==> src/hdl/crom_fifo.sv <==
// Small register FIFO used between the stages.
module crom_fifo #(
	parameter int WIDTH = 8,
	parameter int DEPTH = 4
) (
	input  logic                       clk,
	input  logic                       arst_n,
	input  logic                       push,
	input  logic [WIDTH-1:0]           wr_data,
	input  logic                       pop,
	output logic [WIDTH-1:0]           rd_data,
	output logic                       empty,
	output logic                       full,
	output logic [$clog2(DEPTH+1)-1:0] count
);
	localparam int PW = $clog2(DEPTH);
	localparam int CW = $clog2(DEPTH + 1);
	localparam logic [PW-1:0] PTR_LAST = PW'(DEPTH - 1);

	logic [WIDTH-1:0] store_q [DEPTH];
	logic [PW-1:0]    wr_ptr_q;
	logic [PW-1:0]    rd_ptr_q;
	logic [CW-1:0]    count_q;

	always_ff @(posedge clk) begin
		if (push) begin
			store_q[wr_ptr_q] <= wr_data;
		end
	end

	always_ff @(posedge clk or negedge arst_n) begin
		if (!arst_n) begin
			wr_ptr_q <= '0;
			rd_ptr_q <= '0;
			count_q  <= '0;
		end else begin
			if (push) begin
				wr_ptr_q <= (wr_ptr_q == PTR_LAST) ? '0 : wr_ptr_q + 1'b1;
			end
			if (pop) begin
				rd_ptr_q <= (rd_ptr_q == PTR_LAST) ? '0 : rd_ptr_q + 1'b1;
			end
			case ({push, pop})
				2'b10:   count_q <= count_q + 1'b1;
				2'b01:   count_q <= count_q - 1'b1;
				default: count_q <= count_q;
			endcase
		end
	end

	assign rd_data = store_q[rd_ptr_q];
	assign empty   = (count_q == '0);
	assign full    = (count_q == CW'(DEPTH));
	assign count   = count_q;

endmodule

==> config.mk <==
export PLATFORM = sky130hd
export DESIGN_NAME = crom_fifo
export DESIGN_NICKNAME = d
export VERILOG_FILES = /design/src/hdl/crom_fifo.sv
export SDC_FILE = /design/constraint.sdc
export NUM_CORES = 1
export LEC_CHECK = 0
export ABC_CLOCK_PERIOD_IN_PS = 2000
export BUFFER_PORTS_ARGS = -buffer_cell sky130_fd_sc_hd__buf_2
export CAP_MARGIN = 20
export CORE_ASPECT_RATIO = 0.6
export CORE_MARGIN = 4
export CORE_UTILIZATION = 58
export CTS_BUF_LIST = sky130_fd_sc_hd__clkbuf_16
export CTS_CLUSTER_SIZE = 40
export DETAILED_ROUTE_END_ITERATION = 10
export GPL_TIMING_DRIVEN = 0
export PLACE_DENSITY = 0.81
export SLEW_MARGIN = 20
export SYNTH_ARGS = -nofsm -noshare
export SYNTH_HDL_FRONTEND = slang
export SYNTH_SLANG_ARGS = --single-unit
export TNS_END_PERCENT = 50
==> constraint.sdc <==
create_clock -name clk -period 2 [get_ports clk]
set_input_delay 0.4 -clock clk [delete_from_list [all_inputs] [get_ports clk]]
set_output_delay 0.4 -clock clk [all_outputs]
set_load 0.01 [all_outputs]
Word level (Yosys, flattened, before mapping) --
Memory sizes are Yosys's and may differ from the RTL's. Cells that the tools add are included.
Storage, ports and cells: bits in registers 7, bits in writable memories 32, bits of input ports 12, output and inout bits 13, logic and storage cells 20, memories 1
Cells by class: $add $sub $neg 4, equality and inequality tests 5, mux-type cells 5, reductions and logical operators 2
Memory list:
- store_q | words 4, width 8, rd ports 1, clocked after memory_dff 0, wr ports 1, line 20 | logic [WIDTH-1:0] store_q [DEPTH];
Operator list (count):
- 2-bit equality test (second input constant) | 3
- 3-bit case mux with 2 select lines | 1
- 2-bit by 1-bit adder with 2-bit output (second input constant) | 2
- 2-bit two-way mux | 2
- 3-bit by 1-bit adder with 3-bit output (second input constant) | 1
- 3-bit equality test (second input constant) | 1
- 3-bit zero test | 1
- 3-bit by 1-bit subtractor with 3-bit output (second input constant) | 1
- 2-bit by 1-bit equality test with 1-bit output (second input constant) | 1
- 1-bit two-way mux | 2
- 2-bit nonzero test | 1

Depth between registers and ports, before layout --
depth in word-level cells 2, mapped depth 7

Least setup slack after synthesis --
No wires, ideal clock.
path kind in2reg, start input push, end register count_q[2] (netlist: count[2]), arrival time 1.408 ns, required time 1.921 ns, slack 0.513 ns, stages 7, buffers on the path 0, path through inv_1 > ha_1 > inv_1 > fa_1 > xor2_1 > nor2_1 > xor2_1
On the way: cells in the longest elaborated chain, start to end 2, elaborated cells between the ends (all ways) 4, classes of those cells 2 x eq/ne; 1 x mux; 1 x reduce/logical
RTL lines:
- start: declaration | line 8 | input logic push,
- 2-bit by 1-bit equality test with 1-bit output or 2-bit equality test (tied branches) | line 43 | case ({push, pop})
- 3-bit case mux with 2 select lines or 2-bit nonzero test (tied branches)
- end signal: assignment | line 44 | 2'b10: count_q <= count_q + 1'b1;
- end signal: assignment | line 45 | 2'b01: count_q <= count_q - 1'b1;
- end signal: assignment | line 46 | default: count_q <= count_q;
- end: declaration | line 23 | logic [CW-1:0] count_q;
Parallel ways exist; a longest one is shown, timed or not. A chain may end at the register's enable or synchronous reset.

Worst setup path in the final report --
start register rd_ptr_q[0], end output rd_data[4]
On the way: cells in the longest elaborated chain, start to end 1
RTL lines:
- start: declaration | line 22 | logic [PW-1:0] rd_ptr_q;
- start signal: assignment | line 41 | rd_ptr_q <= (rd_ptr_q == PTR_LAST) ? '0 : rd_ptr_q + 1'b1;
- memory read 4 x 8 bit
- end: declaration | line 11 | output logic [WIDTH-1:0] rd_data,
Every way passes these cells.

==> impl_metrics.yaml <==
outcome:
  outcome: "completed"
clock_tree:
  clock_sinks: 39
  tritoncts: "done"
  maximum_level_of_the_cts_h_tree: 2
  worstSkewPairLatency_ns: 0.28
  cts-buffers-inserted: 5
  clkTransAtPathRegs_ns: 0.06
  clock_tree.root_cell: "sky130_fd_sc_hd__clkbuf_16"
  ctsLongestPathBuffers: 2
  cts_repair_resize_count: 0
setup_path:
  ff2ff_path_depth: 5
  worst-r2r-setup-slack_ns: 0.51
  maximum_fanout_count_along_the_critical_path: 10
  critPathLaunchType: "register"
  startpoint: "rd_ptr_q[0]$_DFFE_PN0P_"
  timing.critical_path.arrival_ns: 1.51
  crit_path_end: "rd_data[4]"
  crit-reg2reg-capture: "count[2]$_DFFE_PN0P_"
  end_kind: "primary output"
  worst-endpoint-required_ns: 1.60
  timing.setup.critical_path_class: "register to primary output"
  crit-reg2reg-launch: "count[0]$_DFFE_PN0P_"
grt:
  overflow: 0
  grt_max_degree: 14
  grt_pass1_vias: 912
  grt_antenna_before_repair: 0
  total_routing_resource_utilization_after_global_routing_pct: 17.8
  grt_first_pass_wirelength_mm: 4.49
finish:
  diode_count: 0
  areaGrowthSynthToFinish_pct: 21.6
  finalNonFillerCells: 145
  most_frequent_standard_cell_in_the_layout_excluding_fill_and_tap_cells: "sky130_fd_sc_hd__edfxtp_1"
  fillers: 142
  finish.net_count: 131
  post_route_cells_drive_above_1_share_pct: 38.9
  utilization_pct: 75.3
  multi_input_comb_area_um2: 398
  regArea_mm2: 0.00114
  most-common-layout-cells: "sky130_fd_sc_hd__edfxtp_1 (32), sky130_fd_sc_hd__buf_2 (25), sky130_fd_sc_hd__mux4_2 (8)"
route:
  route.met2.wl_mm: 1.40
  route.detailed.drc: 0
  wl_met1_mm: 1.23
  via_count: 821
  drt-vias-per-instance: 5.66
  top_signal_layer_used: "met4"
  routed-wl-met3_um: 134
  antenna_left: 0
  dr.first_iter.drc_count: 73
  drt-total-wl_mm: 2.81
  dr.pass1.iters: 4
  routed_wire_length_per_instance_um: 19.4
placed_design:
  place_ws_ns: 0.273
  finalWeightedCongestion: 0.724
  detailed_placer_s_ending_hpwl_mm: 1.76
  place.detailed.instances: 136
  port_buffers: 24
min_path:
  worst_hold_path_type: "input pin to register"
power:
  leakage_power_nw: 0.757
  power_density_mw_per_mm2: 1520
  ir_worst_vdd_mv: 1.00
  finalPower_mw: 2.91
synthesis:
  synth.avg_cell_area_um2: 19.7
  syn-cell-area_mm2: 0.00157
  ys_seq_elements: 39
  synth-warning-count: 0
  synth_fp_nets: 99
  syn-instance-count: 80
  netlist-cell-type-count: 19
  synth_sequential_area_ratio_pct: 72.2
timing:
  clock_skew_ns: 0.00267
  timing.final.ws_setup_ns: 0.0852
  slew_viol_final: 0
  grt_setup_unrepaired: "false"
  min_period_over_period_pct: 95.7
  max_clock_freq_ghz: 0.522
  max_slew_margin_pct: 70.3
  finish_stage_setup_viols: 0
  finalCriticalPeriod_ns: 1.91
  final-hold-violation-count: 0
  setup_total_neg_slack_ns: 0
  worst-slew-pin-transition_ns: 0.446
floorplan:
  floorplan.die.height_um: 48.3
  ioPinCount: 25
  design.core.area_mm2: 0.00254
  core.rowCount: 14
  die-width_um: 75.2
  design.die.area_mm2: 0.00364
  initial_utilization_pct: 61.9
job:
  cap_violations: 0
[how the worst min path moves through the flow]
stage	startpoint	end	cells past startpoint
global route	wr_data[6]	store_q[3][6]$_DFFE_PP_	1
global placement	arst_n	wr_ptr_q[1]$_DFFE_PN0P_	1
floorplan	arst_n	count[0]$_DFFE_PN0P_	0
CTS	wr_data[6]	store_q[1][6]$_DFFE_PP_	1
finish	wr_data[5]	store_q[3][5]$_DFFE_PP_	1
detailed placement	arst_n	wr_ptr_q[0]$_DFFE_PN0P_	1
[synthesized netlist by cell type, drive strengths merged]
library cell	instances	area share, %
mux2	2	1.4
ha	6	4.8
inv	6	1.4
buf	2	1.0
dfrtp	7	11
o21ai	2	0.64
mux2i	1	0.64
or3	1	0.40
edfxtp	32	61
and3	1	0.40
nor3	1	0.32
mux4	8	11
xnor2	1	0.56
fa	1	1.3
and2	4	1.6
xor2	2	1.1
nor2	2	0.48
nand2	1	0.24
[per-layer routing]
metal	global-route usage, %	vias up
met1	23.4	425
met5	0	-
met3	5.79	4
met2	26.7	21
met4	8.72	0
li1	-	371
[sequential cells by signal, indices dropped and copies added, names as in the netlist]
register  count
store_q      32
rd_ptr_q      2
count         3
wr_ptr_q      2
[stage by stage]
stage                     cell area [µm²]  hold WS, ns
after floorplan                      1570        0.104
after global placement               1730        0.239
after detailed placement             1730        0.245
after CTS                            1910        0.338
after global routing                 1910        0.332
final                                1910        0.343
[cells by family (layout without fill, tap and decap cells)]
kind of cell	count (synthesis)	count (layout)	synth area share (%)
adders and majority gates	7	7	6.05
DFF	39	39	72.2
AOI/OAI and AO/OA	2	2	0.636
xor gates and xnor gates	3	3	1.67
and+or+nand+nor	10	10	3.42
muxes	11	11	13.5
buffers and inverters	8	41	2.47
[what timing repair did]
action                                 CTS  global route
setup buffers                            0             0
endpoints found under the hold margin    7             0
hold buffers                             1             0
[worst max-delay path, stage by stage, from the launching register on]
cell,delay (ns)
sky130_fd_sc_hd__dfrtp_1,0.37
sky130_fd_sc_hd__buf_6,0.19
sky130_fd_sc_hd__mux4_2,0.52
sky130_fd_sc_hd__buf_2,0.16
[report_power, final]
group	internal (mW)	switching (mW)	total [mW]	leakage [nW]
clock network	0.587	0.300	0.887	0.0838
registers	1.07	0.0918	1.16	0.377
logic	0.410	0.451	0.860	0.297
[layout make-up]
cell class	instances	area share, %
clock buffers	5	6.54
well taps	32	2.09
inverters	6	1.18
plain buffers	2	0.851
repair buffers	25	6.81
multi-input cells	33	20.8
clock inverters	3	2.29
flip-flops and latches	39	59.4
(Power assumes the default switching activity.)
