<file path="config.mk">
export PLATFORM = sky130hd
export DESIGN_NAME = crom_front
export DESIGN_NICKNAME = d
export VERILOG_FILES = /design/src/hdl/crom_pkg.sv /design/src/hdl/crom_front.sv
export SDC_FILE = /design/constraint.sdc
export NUM_CORES = 1
export LEC_CHECK = 0
export BUFFER_PORTS_ARGS = -buffer_cell sky130_fd_sc_hd__buf_2
export CAP_MARGIN = 20
export CORE_MARGIN = 5
export CORE_UTILIZATION = 45
export CTS_CLUSTER_SIZE = 24
export DETAILED_ROUTE_END_ITERATION = 12
export HOLD_SLACK_MARGIN = 0.12
export PLACE_DENSITY_LB_ADDON = 0.1
export SYNTH_ARGS = -nofsm -noshare
export SYNTH_HDL_FRONTEND = slang
export SYNTH_SLANG_ARGS = --single-unit
</file>
<file path="constraint.sdc">
create_clock -name clk -period 21.1 [get_ports clk]
set_input_delay 4.22 -clock clk [delete_from_list [all_inputs] [get_ports clk]]
set_output_delay 4.22 -clock clk [all_outputs]
set_load 0.03 [all_outputs]
</file>
<file path="src/hdl/crom_pkg.sv">
// Shared types and constants of the cross reach outline marker.
package crom_pkg;

	localparam int PIX_W      = 8;
	localparam int COL_W      = 11;
	localparam int ROW_W      = 12;
	localparam int DIM_W      = 13;
	localparam int OUT_COL_W  = 10;
	localparam int CFG_IDX_W  = 3;
	localparam int CFG_DATA_W = 13;
	localparam int MAX_HEIGHT = 4096;

	localparam int QUEUE_DEPTH = 4;
	localparam int RES_DEPTH   = 4;
	localparam int RES_CNT_W   = $clog2(RES_DEPTH + 1);

	localparam logic [CFG_IDX_W-1:0] REG_IMAGE_WIDTH   = 3'd0;
	localparam logic [CFG_IDX_W-1:0] REG_IMAGE_HEIGHT  = 3'd1;
	localparam logic [CFG_IDX_W-1:0] REG_BLACK_VALUE   = 3'd2;
	localparam logic [CFG_IDX_W-1:0] REG_WHITE_VALUE   = 3'd3;
	localparam logic [CFG_IDX_W-1:0] REG_FILL_VALUE    = 3'd4;
	localparam logic [CFG_IDX_W-1:0] REG_OUTLINE_VALUE = 3'd5;

	typedef struct packed {
		logic [COL_W-1:0] image_width;
		logic [DIM_W-1:0] image_height;
		logic [PIX_W-1:0] black_value;
		logic [PIX_W-1:0] white_value;
		logic [PIX_W-1:0] fill_value;
		logic [PIX_W-1:0] outline_value;
	} cfg_t;

	// one classified pixel, front to back
	typedef struct packed {
		logic [COL_W-1:0] col;
		logic [ROW_W-1:0] row;
		logic [PIX_W-1:0] px;
		logic             has_up;
		logic             has_lo;
		logic             right_ok;
		logic             up_clamp;
	} entry_t;

	// results caused by one pixel
	typedef struct packed {
		logic [COL_W-1:0] col;
		logic [ROW_W-1:0] row_up;
		logic [ROW_W-1:0] row;
		logic [PIX_W-1:0] pix_up;
		logic [PIX_W-1:0] pix_lo;
		logic             has_up;
		logic             has_lo;
	} pair_t;

	typedef enum logic {
		PH_READ_A,
		PH_READ_B
	} back_phase_t;

endpackage

</file>
<file path="src/hdl/crom_front.sv">
// Front end: accepts pixels, tracks raster position and classifies each word.
module crom_front #(
	parameter int REACH     = 10,
	parameter int MAX_WIDTH = 1024
) (
	input  logic                         clk,
	input  logic                         arst_n,
	input  crom_pkg::cfg_t               cfg,
	input  logic                         in_valid,
	output logic                         in_ready,
	input  logic [crom_pkg::PIX_W-1:0]   pixel_in,
	input  logic                         q_full,
	output logic                         q_push,
	output crom_pkg::entry_t             q_entry
);
	import crom_pkg::*;

	logic [COL_W-1:0] col_q;
	logic [ROW_W-1:0] row_q;
	logic [DIM_W-1:0] w_eff;
	logic [DIM_W-1:0] h_eff;
	logic             pre_wrap;
	logic [DIM_W-1:0] row_t;
	logic [COL_W-1:0] col_a;
	logic [ROW_W-1:0] row_a;
	logic [DIM_W-1:0] col_n;
	logic [DIM_W-1:0] row_n;
	logic [COL_W-1:0] col_next;
	logic [ROW_W-1:0] row_next;

	always_comb begin
		if (cfg.image_width == '0) begin
			w_eff = DIM_W'(1);
		end else if (DIM_W'(cfg.image_width) > DIM_W'(MAX_WIDTH)) begin
			w_eff = DIM_W'(MAX_WIDTH);
		end else begin
			w_eff = DIM_W'(cfg.image_width);
		end
		if (cfg.image_height == '0) begin
			h_eff = DIM_W'(1);
		end else if (cfg.image_height > DIM_W'(MAX_HEIGHT)) begin
			h_eff = DIM_W'(MAX_HEIGHT);
		end else begin
			h_eff = cfg.image_height;
		end
	end

	// position of this word, after a possible size change
	always_comb begin
		pre_wrap = (DIM_W'(col_q) >= w_eff);
		row_t    = DIM_W'(row_q) + DIM_W'(pre_wrap);
		col_a    = pre_wrap ? '0 : col_q;
		row_a    = (row_t >= h_eff) ? '0 : row_t[ROW_W-1:0];
	end

	// position of the following word
	always_comb begin
		col_n    = DIM_W'(col_a) + 1'b1;
		row_n    = DIM_W'(row_a);
		col_next = col_n[COL_W-1:0];
		if (col_n >= w_eff) begin
			col_next = '0;
			row_n    = DIM_W'(row_a) + 1'b1;
		end
		row_next = (row_n >= h_eff) ? '0 : row_n[ROW_W-1:0];
	end

	always_comb begin
		q_entry.col      = col_a;
		q_entry.row      = row_a;
		q_entry.px       = pixel_in;
		q_entry.has_up   = (DIM_W'(row_a) >= DIM_W'(REACH));
		q_entry.has_lo   = (DIM_W'(row_a) + DIM_W'(REACH) >= h_eff);
		q_entry.right_ok = (DIM_W'(col_a) + DIM_W'(REACH) < w_eff);
		q_entry.up_clamp = (DIM_W'(row_a) < DIM_W'(2 * REACH));
	end

	assign in_ready = !q_full;
	assign q_push   = in_valid && !q_full;

	always_ff @(posedge clk or negedge arst_n) begin
		if (!arst_n) begin
			col_q <= '0;
			row_q <= '0;
		end else if (q_push) begin
			col_q <= col_next;
			row_q <= row_next;
		end
	end

endmodule

</file>
Word level (Yosys, flattened, before mapping)
Index checks and enable logic that the tools add are counted.
{"block": "word_totals", "register_bits": 23, "output_inout_bits": 37, "elab_cells": 30}
{"block": "op_classes", "addsub": 5, "n_lt_le_gt_ge": 10, "muxes": 9, "n_reduce_logical": 4}
{"operator": "13-bit two-way mux", "count": 4}
{"operator": "13-bit greater-or-equal comparator", "count": 3}
{"operator": "11-bit two-way mux", "count": 3}
{"operator": "12-bit two-way mux", "count": 2}
{"operator": "12-bit by 1-bit adder with 13-bit output", "count": 1}
{"operator": "12-bit by 1-bit adder with 13-bit output, second input constant", "count": 1}
{"operator": "12-bit by 4-bit adder with 13-bit output, second input constant", "count": 1}
{"operator": "11-bit by 13-bit greater-or-equal comparator with 1-bit output", "count": 1}
{"operator": "12-bit by 13-bit greater-or-equal comparator with 1-bit output", "count": 1}
{"operator": "13-bit > comparator, second input constant", "count": 1}
{"operator": "13-bit logical NOT", "count": 1}
{"operator": "12-bit by 13-bit < comparator with 1-bit output", "count": 1}
{"operator": "11-bit by 1-bit adder with 12-bit output, second input constant", "count": 1}
{"operator": "11-bit by 4-bit adder with 12-bit output, second input constant", "count": 1}
{"operator": "12-bit by 4-bit greater-or-equal comparator with 1-bit output, second input constant", "count": 1}
{"operator": "12-bit by 5-bit < comparator with 1-bit output, second input constant", "count": 1}
{"operator": "11-bit > comparator, second input constant", "count": 1}
{"operator": "11-bit logical NOT", "count": 1}
{"operator": "1-bit logical AND", "count": 1}
{"operator": "1-bit logical NOT", "count": 1}

Longest topological paths before layout
{"block": "logic_depth", "ltp_word": 11, "depth_mapped": 37, "mapped_depth_nobuf": 35}

Worst setup path before layout
OpenSTA, ideal clock, no wires.
{"block": "synth_timing", "path_kind": "input to output", "from": "input port cfg[51] in the netlist's numbering", "to": "output port q_entry[2] in the netlist's numbering", "t_arrival_ns": 11.194, "required_ns": 16.880, "setup_slack_ns": 5.686, "cell_stages": 32, "path_cell_list": "nor4_1 -> a31oi_1 -> nor2_1 -> ha_1 -> nor3b_1 -> o21ai_0 -> a221oi_1 -> o21a_1 -> inv_1 -> clkbuf_1 -> buf_1 -> ha_1 -> ha_1 -> and4_1 -> and4_1 -> xnor2_1 -> inv_1 -> ha_1 -> a2111oi_0 -> o21ai_0 -> o2111ai_1 -> and3_1 -> ha_1 -> nor2_1 -> nor4_1 -> xnor2_1 -> nor2_1 -> ha_1 -> nand3_1 -> o21ai_0 -> o211ai_1 -> a21oi_1"}
{"element": "from (decl)", "line_no": "crom_front.sv:8", "rtl": "input crom_pkg::cfg_t cfg,"}
{"element": "to (decl)", "line_no": "crom_front.sv:14", "rtl": "output crom_pkg::entry_t q_entry"}

==> flow_metrics.tcl <==
set metrics [dict create \
    rsz0062_at_grt "no" \
    setup_ws_ps 3490 \
    path_buf_inv 5 \
    slew-limit-headroom 0.383 \
    power.density_nw_per_um2 90.9 \
    fp.coreArea_um2 8680 \
    fin_crit_sh 0.835 \
    rows 34 \
    synth_cells 525 \
    chipWidth_um 104 \
    ys_ff_latch 23 \
    total_power_uw 394 \
    final.min_clock_period_ps 17610 \
    end_kind "output pin" \
    syn_to_final_growth_pct 9.07 \
    die_h_um 104 \
    h-tree-depth 1 \
    worstMarginPinSlew_ps 902 \
    crit_family "compound AO/OA/AOI/OAI gates" \
    boundaryPins 105 \
    yosysWarnings 0 \
    dr_wl_met3_um 524 \
    top_layer "met4" \
    drv_cap 0 \
    cts_inserted_buffers 3 \
    synth.largest_area_cell "ha_1" \
    clkSinkCount 23 \
    antenna_found_initial 0 \
    status "complete, no violations" \
    cts_tree "done" \
    die-area_um2 10800 \
    port_buffers 56 \
    wl_met1_um 6150 \
    cts.clk_slew.worst_paths_ps 80 \
    setup_viol 0 \
    fmax_mhz 56.8 \
    num_antenna_cells 0 \
    required_ps 16880 \
    nNetsFinal 713 \
    syn_avg_cell_area_um2 7.57 \
    synth-edff-count 0 \
    slowest_stage "a221oi_1" \
    grt_pass1_wl_um 19600 \
    clkLatencyLatePin_ps 280 \
    wl_per_cell_um 17.5 \
    postCtsSetupBuffers 0 \
    drt_iter0_markers 229 \
    seq_area_frac_synth 0.145 \
    synth_top_area_frac 0.249 \
    leakage_uw 0.00222 \
    synth_ff_type "dfrtp_1" \
    vias 3943 \
    ant_nets 0 \
    ir_drop_mv 0.0802 \
    finalMaxSlewViolations 0 \
    start_util 0.458 \
    gp_congestion 0.892 \
    vias_per_cell 5.86 \
    crit_path_start_kind "input port" \
    final_util 0.499 \
    setup.worst_path.class "input port to output pin" \
    met2_length_um 5040 \
    first_pass_iters 4 \
    routed_wl_um 11800 \
    drive_gt1_frac 0.119 \
    synthesis.area_um2 3970 \
    synth_area_leaders "ha_1 (25%), dfrtp_1 (14%), nand2_1 (7.1%)" \
    dpl.hpwl_um 9750 \
    ctsHoldBuffers 0 \
    cts-root-buf "clkbuf_8" \
    skew_ps 11.3 \
    place_ws_ps 3690 \
    cp_max_fo 20 \
    hold_class "flip-flop to flip-flop" \
    async_flop_share 1.00 \
    syn_nets 672 \
    grt_overflow 0 \
    setup_tns_ps 0 \
    critPathArrivalTime_ps 13390 \
    reg2reg_slack_ps 10980 \
    cp_common_cell "ha_1" \
    hold_violations 0 \
    grt_pass1_vias 3857 \
    grt_max_degree 32 \
    clock_path_buffers 2 \
    grt_usage 0.216 \
    drc_errors 0 \
    ys_types 56 \
    cts_resized 0 \
    slowest_delay_ps 600 \
]
==> cell families after synthesis <==
kind of cell               share of synthesized area
muxes                                        0.00504
AOI/OAI and AO/OA                              0.194
buffers and inverters                         0.0595
xor gates and xnor gates                      0.0992
adders and majority gates                      0.249
and+or+nand+nor                                0.249
DFF                                            0.145
==> worst min-delay path, cell delays in order (launching register included) <==
cell	delay (ps)
dfrtp_1	360
nand2_1	50
o21ai_0	70
==> cell usage after synthesis, types with 13 or more instances <==
| library cell | number |
|---|---|
| a21oi_1 | 22 |
| ha_1 | 79 |
| dfrtp_1 | 23 |
| nor4_1 | 15 |
| nor3_1 | 13 |
| xor2_1 | 15 |
| nor2_1 | 52 |
| clkbuf_1 | 13 |
| nand2_1 | 75 |
| nand3_1 | 17 |
| xnor2_1 | 30 |
| o21ai_0 | 25 |
| inv_1 | 29 |
==> registers in the layout, indices dropped and copies added, names as in the netlist <==
signal and count:
row_q 12, col_q 11
==> power breakdown <==
group | internal (uW) | switching (uW) | leakage [uW]
combinational | 106 | 188 | 0.00188
clock | 13.3 | 16.1 | 0.0000255
sequential | 53.9 | 15.8 | 0.000310
total | 173 | 220 | 0.00222
==> path summary, 6_finish.rpt <==
check                                startpoint                     to  cells past startpoint
min reg2reg                row_q[0]$_DFFE_PN0P_   row_q[0]$_DFFE_PN0P_                      2
min                        row_q[0]$_DFFE_PN0P_   row_q[0]$_DFFE_PN0P_                      2
max reg2reg                col_q[4]$_DFFE_PN0P_   row_q[8]$_DFFE_PN0P_                     32
max                                     cfg[51]             q_entry[2]                     36
min in group asynchronous                arst_n  col_q[10]$_DFFE_PN0P_                      1
max in group asynchronous                arst_n   col_q[0]$_DFFE_PN0P_                      1
==> metal layers <==
metal	global-route usage	up-vias
met5	0	-
met4	0.0231	0
met3	0.0248	6
met2	0.326	100
met1	0.337	1855
li1	-	1982
==> stage by stage <==
step / hold slack [ps] / instances / cell area, um^2
after floorplan: 456 / 525 / 3970
after global placement: 478 / 669 / 4290
after detailed placement: 503 / 669 / 4290
after CTS: 522 / 673 / 4330
after global routing: 583 / 673 / 4330
final: 516 / 673 / 4330
==> placed cells by master, fill, tap and decap left out, types with 9 or more instances in the layout <==
cell / instances
ha_1: 79
nand2_1: 75
buf_2: 56
nor2_1: 52
xnor2_1: 30
inv_1: 29
o21ai_0: 25
dfrtp_1: 23
a21oi_1: 22
nand3_1: 17
xor2_1: 15
nor4_1: 15
nor3_1: 13
and3_1: 9
o211ai_1: 9
==> cell type report <==
class / instances / area [um^2]
clock buffer: 3 / 41.3
clock inverter: 1 / 5.00
fill: 909 / 4350
inverter: 30 / 113
multi-input combinational: 449 / 3160
sequential: 23 / 576
tap: 108 / 135
timing repair buffer: 59 / 303
(Power assumes the default switching activity.)
