## config.mk

```make
export PLATFORM = sky130hd
export DESIGN_NAME = crom_out
export DESIGN_NICKNAME = d
export VERILOG_FILES = /design/src/hdl/crom_pkg.sv /design/src/hdl/crom_fifo.sv /design/src/hdl/crom_out.sv
export SDC_FILE = /design/constraint.sdc
export NUM_CORES = 1
export LEC_CHECK = 0
export ABC_AREA = 1
export BUFFER_PORTS_ARGS = -buffer_cell sky130_fd_sc_hd__buf_2
export CAP_MARGIN = 20
export CORE_MARGIN = 8
export CORE_UTILIZATION = 54
export CTS_BUF_LIST = sky130_fd_sc_hd__clkbuf_2 sky130_fd_sc_hd__clkbuf_4 sky130_fd_sc_hd__clkbuf_8
export DETAILED_ROUTE_END_ITERATION = 16
export PLACE_DENSITY_LB_ADDON = 0.2
export SETUP_SLACK_MARGIN = 0.2
export SLEW_MARGIN = 10
export SYNTH_ARGS = -nofsm -noshare
export SYNTH_HDL_FRONTEND = slang
export SYNTH_SLANG_ARGS = --single-unit
export TNS_END_PERCENT = 30
```

## constraint.sdc

```tcl
create_clock -name clk -period 2.3 [get_ports clk]
set_input_delay 0.46 -clock clk [delete_from_list [all_inputs] [get_ports clk]]
set_output_delay 0.46 -clock clk [all_outputs]
set_load 0.01 [all_outputs]
```

## src/hdl/crom_pkg.sv

```systemverilog
// Shared types and constants of the cross reach outline marker.
package crom_pkg;

	localparam int PIX_W      = 8;
	localparam int COL_W      = 11;
	localparam int ROW_W      = 12;
	localparam int DIM_W      = 13;
	localparam int OUT_COL_W  = 10;
	localparam int CFG_IDX_W  = 3;
	localparam int CFG_DATA_W = 13;
	localparam int MAX_HEIGHT = 4096;

	localparam int QUEUE_DEPTH = 4;
	localparam int RES_DEPTH   = 4;
	localparam int RES_CNT_W   = $clog2(RES_DEPTH + 1);

	localparam logic [CFG_IDX_W-1:0] REG_IMAGE_WIDTH   = 3'd0;
	localparam logic [CFG_IDX_W-1:0] REG_IMAGE_HEIGHT  = 3'd1;
	localparam logic [CFG_IDX_W-1:0] REG_BLACK_VALUE   = 3'd2;
	localparam logic [CFG_IDX_W-1:0] REG_WHITE_VALUE   = 3'd3;
	localparam logic [CFG_IDX_W-1:0] REG_FILL_VALUE    = 3'd4;
	localparam logic [CFG_IDX_W-1:0] REG_OUTLINE_VALUE = 3'd5;

	typedef struct packed {
		logic [COL_W-1:0] image_width;
		logic [DIM_W-1:0] image_height;
		logic [PIX_W-1:0] black_value;
		logic [PIX_W-1:0] white_value;
		logic [PIX_W-1:0] fill_value;
		logic [PIX_W-1:0] outline_value;
	} cfg_t;

	// one classified pixel, front to back
	typedef struct packed {
		logic [COL_W-1:0] col;
		logic [ROW_W-1:0] row;
		logic [PIX_W-1:0] px;
		logic             has_up;
		logic             has_lo;
		logic             right_ok;
		logic             up_clamp;
	} entry_t;

	// results caused by one pixel
	typedef struct packed {
		logic [COL_W-1:0] col;
		logic [ROW_W-1:0] row_up;
		logic [ROW_W-1:0] row;
		logic [PIX_W-1:0] pix_up;
		logic [PIX_W-1:0] pix_lo;
		logic             has_up;
		logic             has_lo;
	} pair_t;

	typedef enum logic {
		PH_READ_A,
		PH_READ_B
	} back_phase_t;

endpackage

```

## src/hdl/crom_fifo.sv

```systemverilog
// Small register FIFO used between the stages.
module crom_fifo #(
	parameter int WIDTH = 8,
	parameter int DEPTH = 4
) (
	input  logic                       clk,
	input  logic                       arst_n,
	input  logic                       push,
	input  logic [WIDTH-1:0]           wr_data,
	input  logic                       pop,
	output logic [WIDTH-1:0]           rd_data,
	output logic                       empty,
	output logic                       full,
	output logic [$clog2(DEPTH+1)-1:0] count
);
	localparam int PW = $clog2(DEPTH);
	localparam int CW = $clog2(DEPTH + 1);
	localparam logic [PW-1:0] PTR_LAST = PW'(DEPTH - 1);

	logic [WIDTH-1:0] store_q [DEPTH];
	logic [PW-1:0]    wr_ptr_q;
	logic [PW-1:0]    rd_ptr_q;
	logic [CW-1:0]    count_q;

	always_ff @(posedge clk) begin
		if (push) begin
			store_q[wr_ptr_q] <= wr_data;
		end
	end

	always_ff @(posedge clk or negedge arst_n) begin
		if (!arst_n) begin
			wr_ptr_q <= '0;
			rd_ptr_q <= '0;
			count_q  <= '0;
		end else begin
			if (push) begin
				wr_ptr_q <= (wr_ptr_q == PTR_LAST) ? '0 : wr_ptr_q + 1'b1;
			end
			if (pop) begin
				rd_ptr_q <= (rd_ptr_q == PTR_LAST) ? '0 : rd_ptr_q + 1'b1;
			end
			case ({push, pop})
				2'b10:   count_q <= count_q + 1'b1;
				2'b01:   count_q <= count_q - 1'b1;
				default: count_q <= count_q;
			endcase
		end
	end

	assign rd_data = store_q[rd_ptr_q];
	assign empty   = (count_q == '0);
	assign full    = (count_q == CW'(DEPTH));
	assign count   = count_q;

endmodule

```

## src/hdl/crom_out.sv

```systemverilog
// Output stage: result queue and serializer for up to two words per pixel.
module crom_out (
	input  logic                               clk,
	input  logic                               arst_n,
	input  logic                               res_push,
	input  crom_pkg::pair_t                    res_pair,
	output logic [crom_pkg::RES_CNT_W-1:0]     res_count,
	output logic                               out_valid,
	input  logic                               out_ready,
	output logic [crom_pkg::OUT_COL_W-1:0]     out_column,
	output logic [crom_pkg::ROW_W-1:0]         out_row,
	output logic [crom_pkg::PIX_W-1:0]         out_pixel,
	output logic                               last_of_run
);
	import crom_pkg::*;

	pair_t head;
	logic  empty;
	logic  pop;
	logic  show_up;
	logic  sent_up_q;
	logic  take;

	crom_fifo #(
		.WIDTH($bits(pair_t)),
		.DEPTH(RES_DEPTH)
	) u_res_fifo (
		.clk    (clk),
		.arst_n (arst_n),
		.push   (res_push),
		.wr_data(res_pair),
		.pop    (pop),
		.rd_data(head),
		.empty  (empty),
		.full   (),
		.count  (res_count)
	);

	assign show_up     = head.has_up && !sent_up_q;
	assign out_valid   = !empty;
	assign out_column  = OUT_COL_W'(head.col);
	assign out_row     = show_up ? head.row_up : head.row;
	assign out_pixel   = show_up ? head.pix_up : head.pix_lo;
	assign last_of_run = show_up ? !head.has_lo : 1'b1;
	assign take        = out_valid && out_ready;
	assign pop         = take && !(show_up && head.has_lo);

	always_ff @(posedge clk or negedge arst_n) begin
		if (!arst_n) begin
			sent_up_q <= 1'b0;
		end else if (take) begin
			sent_up_q <= !pop;
		end
	end

endmodule

```

Word level (Yosys, flattened, before mapping)

Memory sizes are Yosys's and may differ from the RTL's.
Cells that the tools add are included.

Multipliers: 0
Mux-type cells: 8
Reduce and logical (&&, ||, !) cells: 11
Div/mod/pow operators: 0
Shift-type cells: 0
Add/sub/neg operators: 4
Magnitude comparators: 0
Equality and inequality tests: 4
Bitwise operators: 0

Operator list:

| operator                                                            | number |
|---|---|
| 12-bit two-way mux                                                  | 1 |
| 8-bit two-way mux                                                   | 1 |
| 2-bit == test (second input constant)                               | 3 |
| 3-bit one-hot mux with 2 select lines                               | 1 |
| 1-bit logical NOT                                                   | 5 |
| 2-bit by 1-bit adder with 2-bit output (second input constant)      | 2 |
| 1-bit logical AND                                                   | 4 |
| 2-bit two-way mux                                                   | 2 |
| 3-bit by 1-bit adder with 3-bit output (second input constant)      | 1 |
| 3-bit logical NOT                                                   | 1 |
| 1-bit two-way mux                                                   | 3 |
| 3-bit by 1-bit subtractor with 3-bit output (second input constant) | 1 |
| 2-bit by 1-bit == test with 1-bit output (second input constant)    | 1 |
| 2-bit nonzero test                                                  | 1 |

Memory bits (writable): 212
Memories: 1
ROM bits: 0
Latch bits: 0
Bits of input ports: 57
Output and inout port bits: 35
Bits in registers: 8
Logic and storage cells: 32

Memory list:

| name               | depth | bits a word | read ports | clocked after Yosys merged registers in | write ports | line            | source |
|---|---|---|---|---|---|---|---|
| u_res_fifo.store_q | 4     | 53          | 1          | 0                                       | 1           | crom_fifo.sv:20 | `logic [WIDTH-1:0] store_q [DEPTH];` |

Depth between registers and ports, before layout

Depth after elaboration: 7
Gate-level depth with buffers: 14
Gate-level depth less buffers: 13

Hierarchy

From an unflattened synthesis, not the netlist that was laid out.

Cells, all modules: 748
Area, all modules: 9138.8 sq um

Modules (own cells, without submodules):

| module    | cells each | seq. area each (sq um) | area each (sq um) | times used |
|---|---|---|---|---|
| crom_fifo | 672        | 6541.3                 | 8775.9            | 1 |
| crom_out  | 76         | 25.0                   | 362.8             | 1 |

Worst setup path after synthesis

Ideal clock, no wire load.

Kind: input-to-reg
From: input port res_push
To: memory u_res_fifo.store_q[3][0] (netlist name) (enable)
Data required time: 1.894 ns
Setup time: 0.406 ns
Slack: 0.091 ns
Stages on the path: 3
Buffers on the path: 1
Arrival: 1.803 ns
Cell sequence: clkbuf_1 > nand2_1 > inv_1

Word-level cells in the longest chain between the ends: 2

Ends and longest elaborated chain:

| element                                 | line            | source |
|---|---|---|
| start, declared                         | crom_out.sv:5   | `input logic res_push,` |
| 1-bit two-way mux                       | crom_fifo.sv:26 | `if (push) begin` |
| 1-bit two-way mux (implied by the code) | crom_fifo.sv:27 | `store_q[wr_ptr_q] <= wr_data;` |
| end, declared                           | crom_fifo.sv:20 |  |

Every way passes these cells.

Final worst setup path

From: register u_res_fifo.rd_ptr_q[0]
To: output port out_pixel[5] (netlist name)

Word-level cells in the longest chain between the ends: 3

Ends and longest elaborated chain:

| element                | line            | source |
|---|---|---|
| start, declared        | crom_fifo.sv:22 | `logic [PW-1:0] rd_ptr_q;` |
| start signal, assigned | crom_fifo.sv:41 | `rd_ptr_q <= (rd_ptr_q == PTR_LAST) ? '0 : rd_ptr_q + 1'b1;` |
| memory 4 x 53 bit (*)  | n/a             |  |
| 1-bit logical AND      | crom_out.sv:39  | `assign show_up = head.has_up && !sent_up_q;` |
| 8-bit two-way mux (*)  | crom_out.sv:43  | `assign out_pixel = show_up ? head.pix_up : head.pix_lo;` |
| end, declared          | crom_out.sv:12  | `output logic [crom_pkg::PIX_W-1:0] out_pixel,` |

Mark *: on every way between the ends. The rest lies on a longest branch, timed or not.

==> results.sh <==
export IMPL_setup_viol=30
export IMPL_fin_crit_sh_pct=107
export IMPL_drive_above_1_share_pct=30.0
export IMPL_via_per_inst=5.58
export IMPL_num_rows=46
export IMPL_routed_wl_um=19900
export IMPL_routed_via_count=5561
export IMPL_final_common_cell="edfxtp_1"
export IMPL_path_max_fanout=7
export IMPL_chipHeight_um=142
export IMPL_drc=0
export IMPL_area_sequential_um2=6450
export IMPL_synth_edf_count=208
export IMPL_ys_async_sr_fraction_pct=3.70
export IMPL_ios=92
export IMPL_gr_usage_all_layers_pct=19.5
export IMPL_fmax_ghz=0.404
export IMPL_violations="negative setup slack"
export IMPL_startpoint_type="register"
export IMPL_htreeDepth=2
export IMPL_tns_ps=-3630
export IMPL_ys_top_cells_by_area="edfxtp_1 73%, o21ai_0 4.9%, nor2_1 4.5%"
export IMPL_hold_class="primary input to register"
export IMPL_synth_main_ff_cell="edfxtp_1"
export IMPL_die_area_um2=20100
export IMPL_grt_pass1_vias=5766
export IMPL_min_period_ps=2470
export IMPL_cts_root_buf="clkbuf_8"
export IMPL_grt_start_max_net_pins=53
export IMPL_irDropWorstVdd_mv=0.752
export IMPL_endpoint_kind="output port"
export IMPL_start_util_pct=54.6
export IMPL_clock_sinks=216
export IMPL_port_buffers=90
export IMPL_drtPass1Iterations=4
export IMPL_clk_pin_slew_ps=60
export IMPL_synth_area_per_cell_um2=13.4
export IMPL_syn_area_um2=8550
export IMPL_holdWs_ps=156
export IMPL_drtAntennaViolNets=0
export IMPL_maxSlewViolCount=0
export IMPL_core_um2=15700
export IMPL_clk_latency_ps=520
export IMPL_drtIter0Drc=352
export IMPL_fin_nets=824
export IMPL_yosys_cell_types_count=28
export IMPL_critPathRequiredTime_ps=1840
export IMPL_cts_buffers=35
export IMPL_tritoncts="built"
export IMPL_grt_antenna_before_repair=3
export IMPL_grt_pass1_wl_um=29900
export IMPL_syn_inst=639
export IMPL_worstMarginPinSlew_ps=512
export IMPL_drv_cap=0
export IMPL_final_hold_viol_count=0
export IMPL_yosys_warnings=0
export IMPL_ys_seq_area_share_pct=75.4
export IMPL_grt_overflow=0
export IMPL_final_util_pct=67.0
export IMPL_relSlewSlack_pct=65.8
export IMPL_clockBufferDepth=3
export IMPL_power_density_nw_per_um2=1400
export IMPL_finalWorstSetupSlack_ps=-172
export IMPL_final_cell_mix="208 x edfxtp_1, 96 x nor2_1, 84 x buf_2"
export IMPL_yosysTopAreaCellShare_pct=73.0
export IMPL_die_w_um=142
export IMPL_dpl_hpwl_um=10300
export IMPL_gp_congestion=0.720
export IMPL_grt_setup_unrepaired="yes"
export IMPL_syn_to_final_growth_pct=22.6
export IMPL_wl_per_cell_um=20.0
export IMPL_leakage_nw=3.85
export IMPL_multi_input_area_um2=1940
export IMPL_critPathKind="register to output port"
export IMPL_finClkSkew_ps=11.8
export IMPL_n_fill_cell=1123
export IMPL_synth_fp_nets=703
export IMPL_run_status="finished with violations"
export IMPL_synth_top_area_cell="edfxtp_1"
export IMPL_worstPathArrival_ps=2010
export IMPL_synth_seq_cells=216
==> cells in the mapped netlist, types with 2 or more instances <==
cell type / n
edfxtp_1: 208
nor2_1: 102
o21ai_0: 84
nand2_1: 60
o22ai_1: 50
nand3_1: 27
inv_1: 20
o21ai_1: 20
buf_2: 13
buf_6: 11
clkbuf_1: 11
dfrtp_1: 8
ha_1: 6
a21oi_1: 2
buf_4: 2
clkbuf_2: 2
nand2_2: 2
==> cell families after synthesis <==
logic type | count (synthesis) | synth area share (%)
buffers and inverters | 64 | 4.36
and+or+nand+nor | 194 | 9.10
DFF | 216 | 75.4
AOI/OAI and AO/OA | 156 | 9.86
xor gates and xnor gates | 2 | 0.205
adders and majority gates | 7 | 1.11
==> repair_timing <==
item,4_1_cts,5_1_grt
buffers inserted,7,0
cloned,4,4
hold buffers,1,0
endpoints found under the hold margin,8,0
pin swaps,13,18
setup endpoints to repair,32,33
resized for setup,74,49
==> per-layer routing <==
| layer | track usage (%) | share of wire [%] |
|---|---|---|
| met5 | 0 | 0.065 |
| met3 | 6.35 | 7.9 |
| met4 | 8.71 | 2.4 |
| met1 | 22.2 | 40 |
| met2 | 33.1 | 50 |
==> area by class of cell <==
class | count | share of cell area (%)
Sequential cell | 216 | 61.5
Multi-Input combinational cell | 359 | 18.5
Timing Repair Buffer | 125 | 10.3
Clock buffer | 47 | 5.57
Tap cell | 216 | 2.58
Inverter | 23 | 1.11
Clock inverter | 9 | 0.429
Antenna cell | 2 | 0.0477
==> power breakdown <==
part | total [mW] | internal [mW] | switching (mW)
registers | 5.37 | 5.14 | 0.235
clock network | 3.03 | 1.64 | 1.39
logic | 6.28 | 2.53 | 3.74
==> worst paths after layout <==
kind	from	endpoint	slack [ps]	cells after the start
setup / recovery	u_res_fifo.rd_ptr_q[0]	out_pixel[5]	-170	10
hold / removal	res_pair[44]	u_res_fifo.store_q[2][44]	160	1
setup reg to reg	u_res_fifo.rd_ptr_q[0]	u_res_fifo.count[2]	110	14
hold reg to reg	u_res_fifo.count[0]	u_res_fifo.count[0]	500	1
max in group asynchronous	arst_n	u_res_fifo.rd_ptr_q[1]	1750	2
min in group asynchronous	arst_n	u_res_fifo.count[1]	350	2
==> through the flow <==
stage,std cells,area [µm²],total power [mW],setup WS [ps]
floorplan,639,8560,8.57,111
global placement,923,9200,10.0,137
detailed placement,923,9200,10.1,130
CTS,991,10200,14.1,-171
global route,997,10500,15.5,-284
finish,997,10500,14.7,-172
==> registers in the layout, summed over array words and instances, names as in the netlist <==
name,cells
u_res_fifo.count,3
sent_up_q,1
u_res_fifo.wr_ptr_q,2
u_res_fifo.store_q,208
u_res_fifo.rd_ptr_q,2
==> worst max-delay path: stages, from the launching register on <==
cell      delay, ps
dfrtp_4         500
clkinv_8        110
nand2_2          80
nand3_2          70
nand2_2          90
buf_8           120
nand2_8          80
buf_12          160
nand2_1          60
nand2_1          70
buf_2           150
No activity file was read; power rests on OpenSTA's default activity.
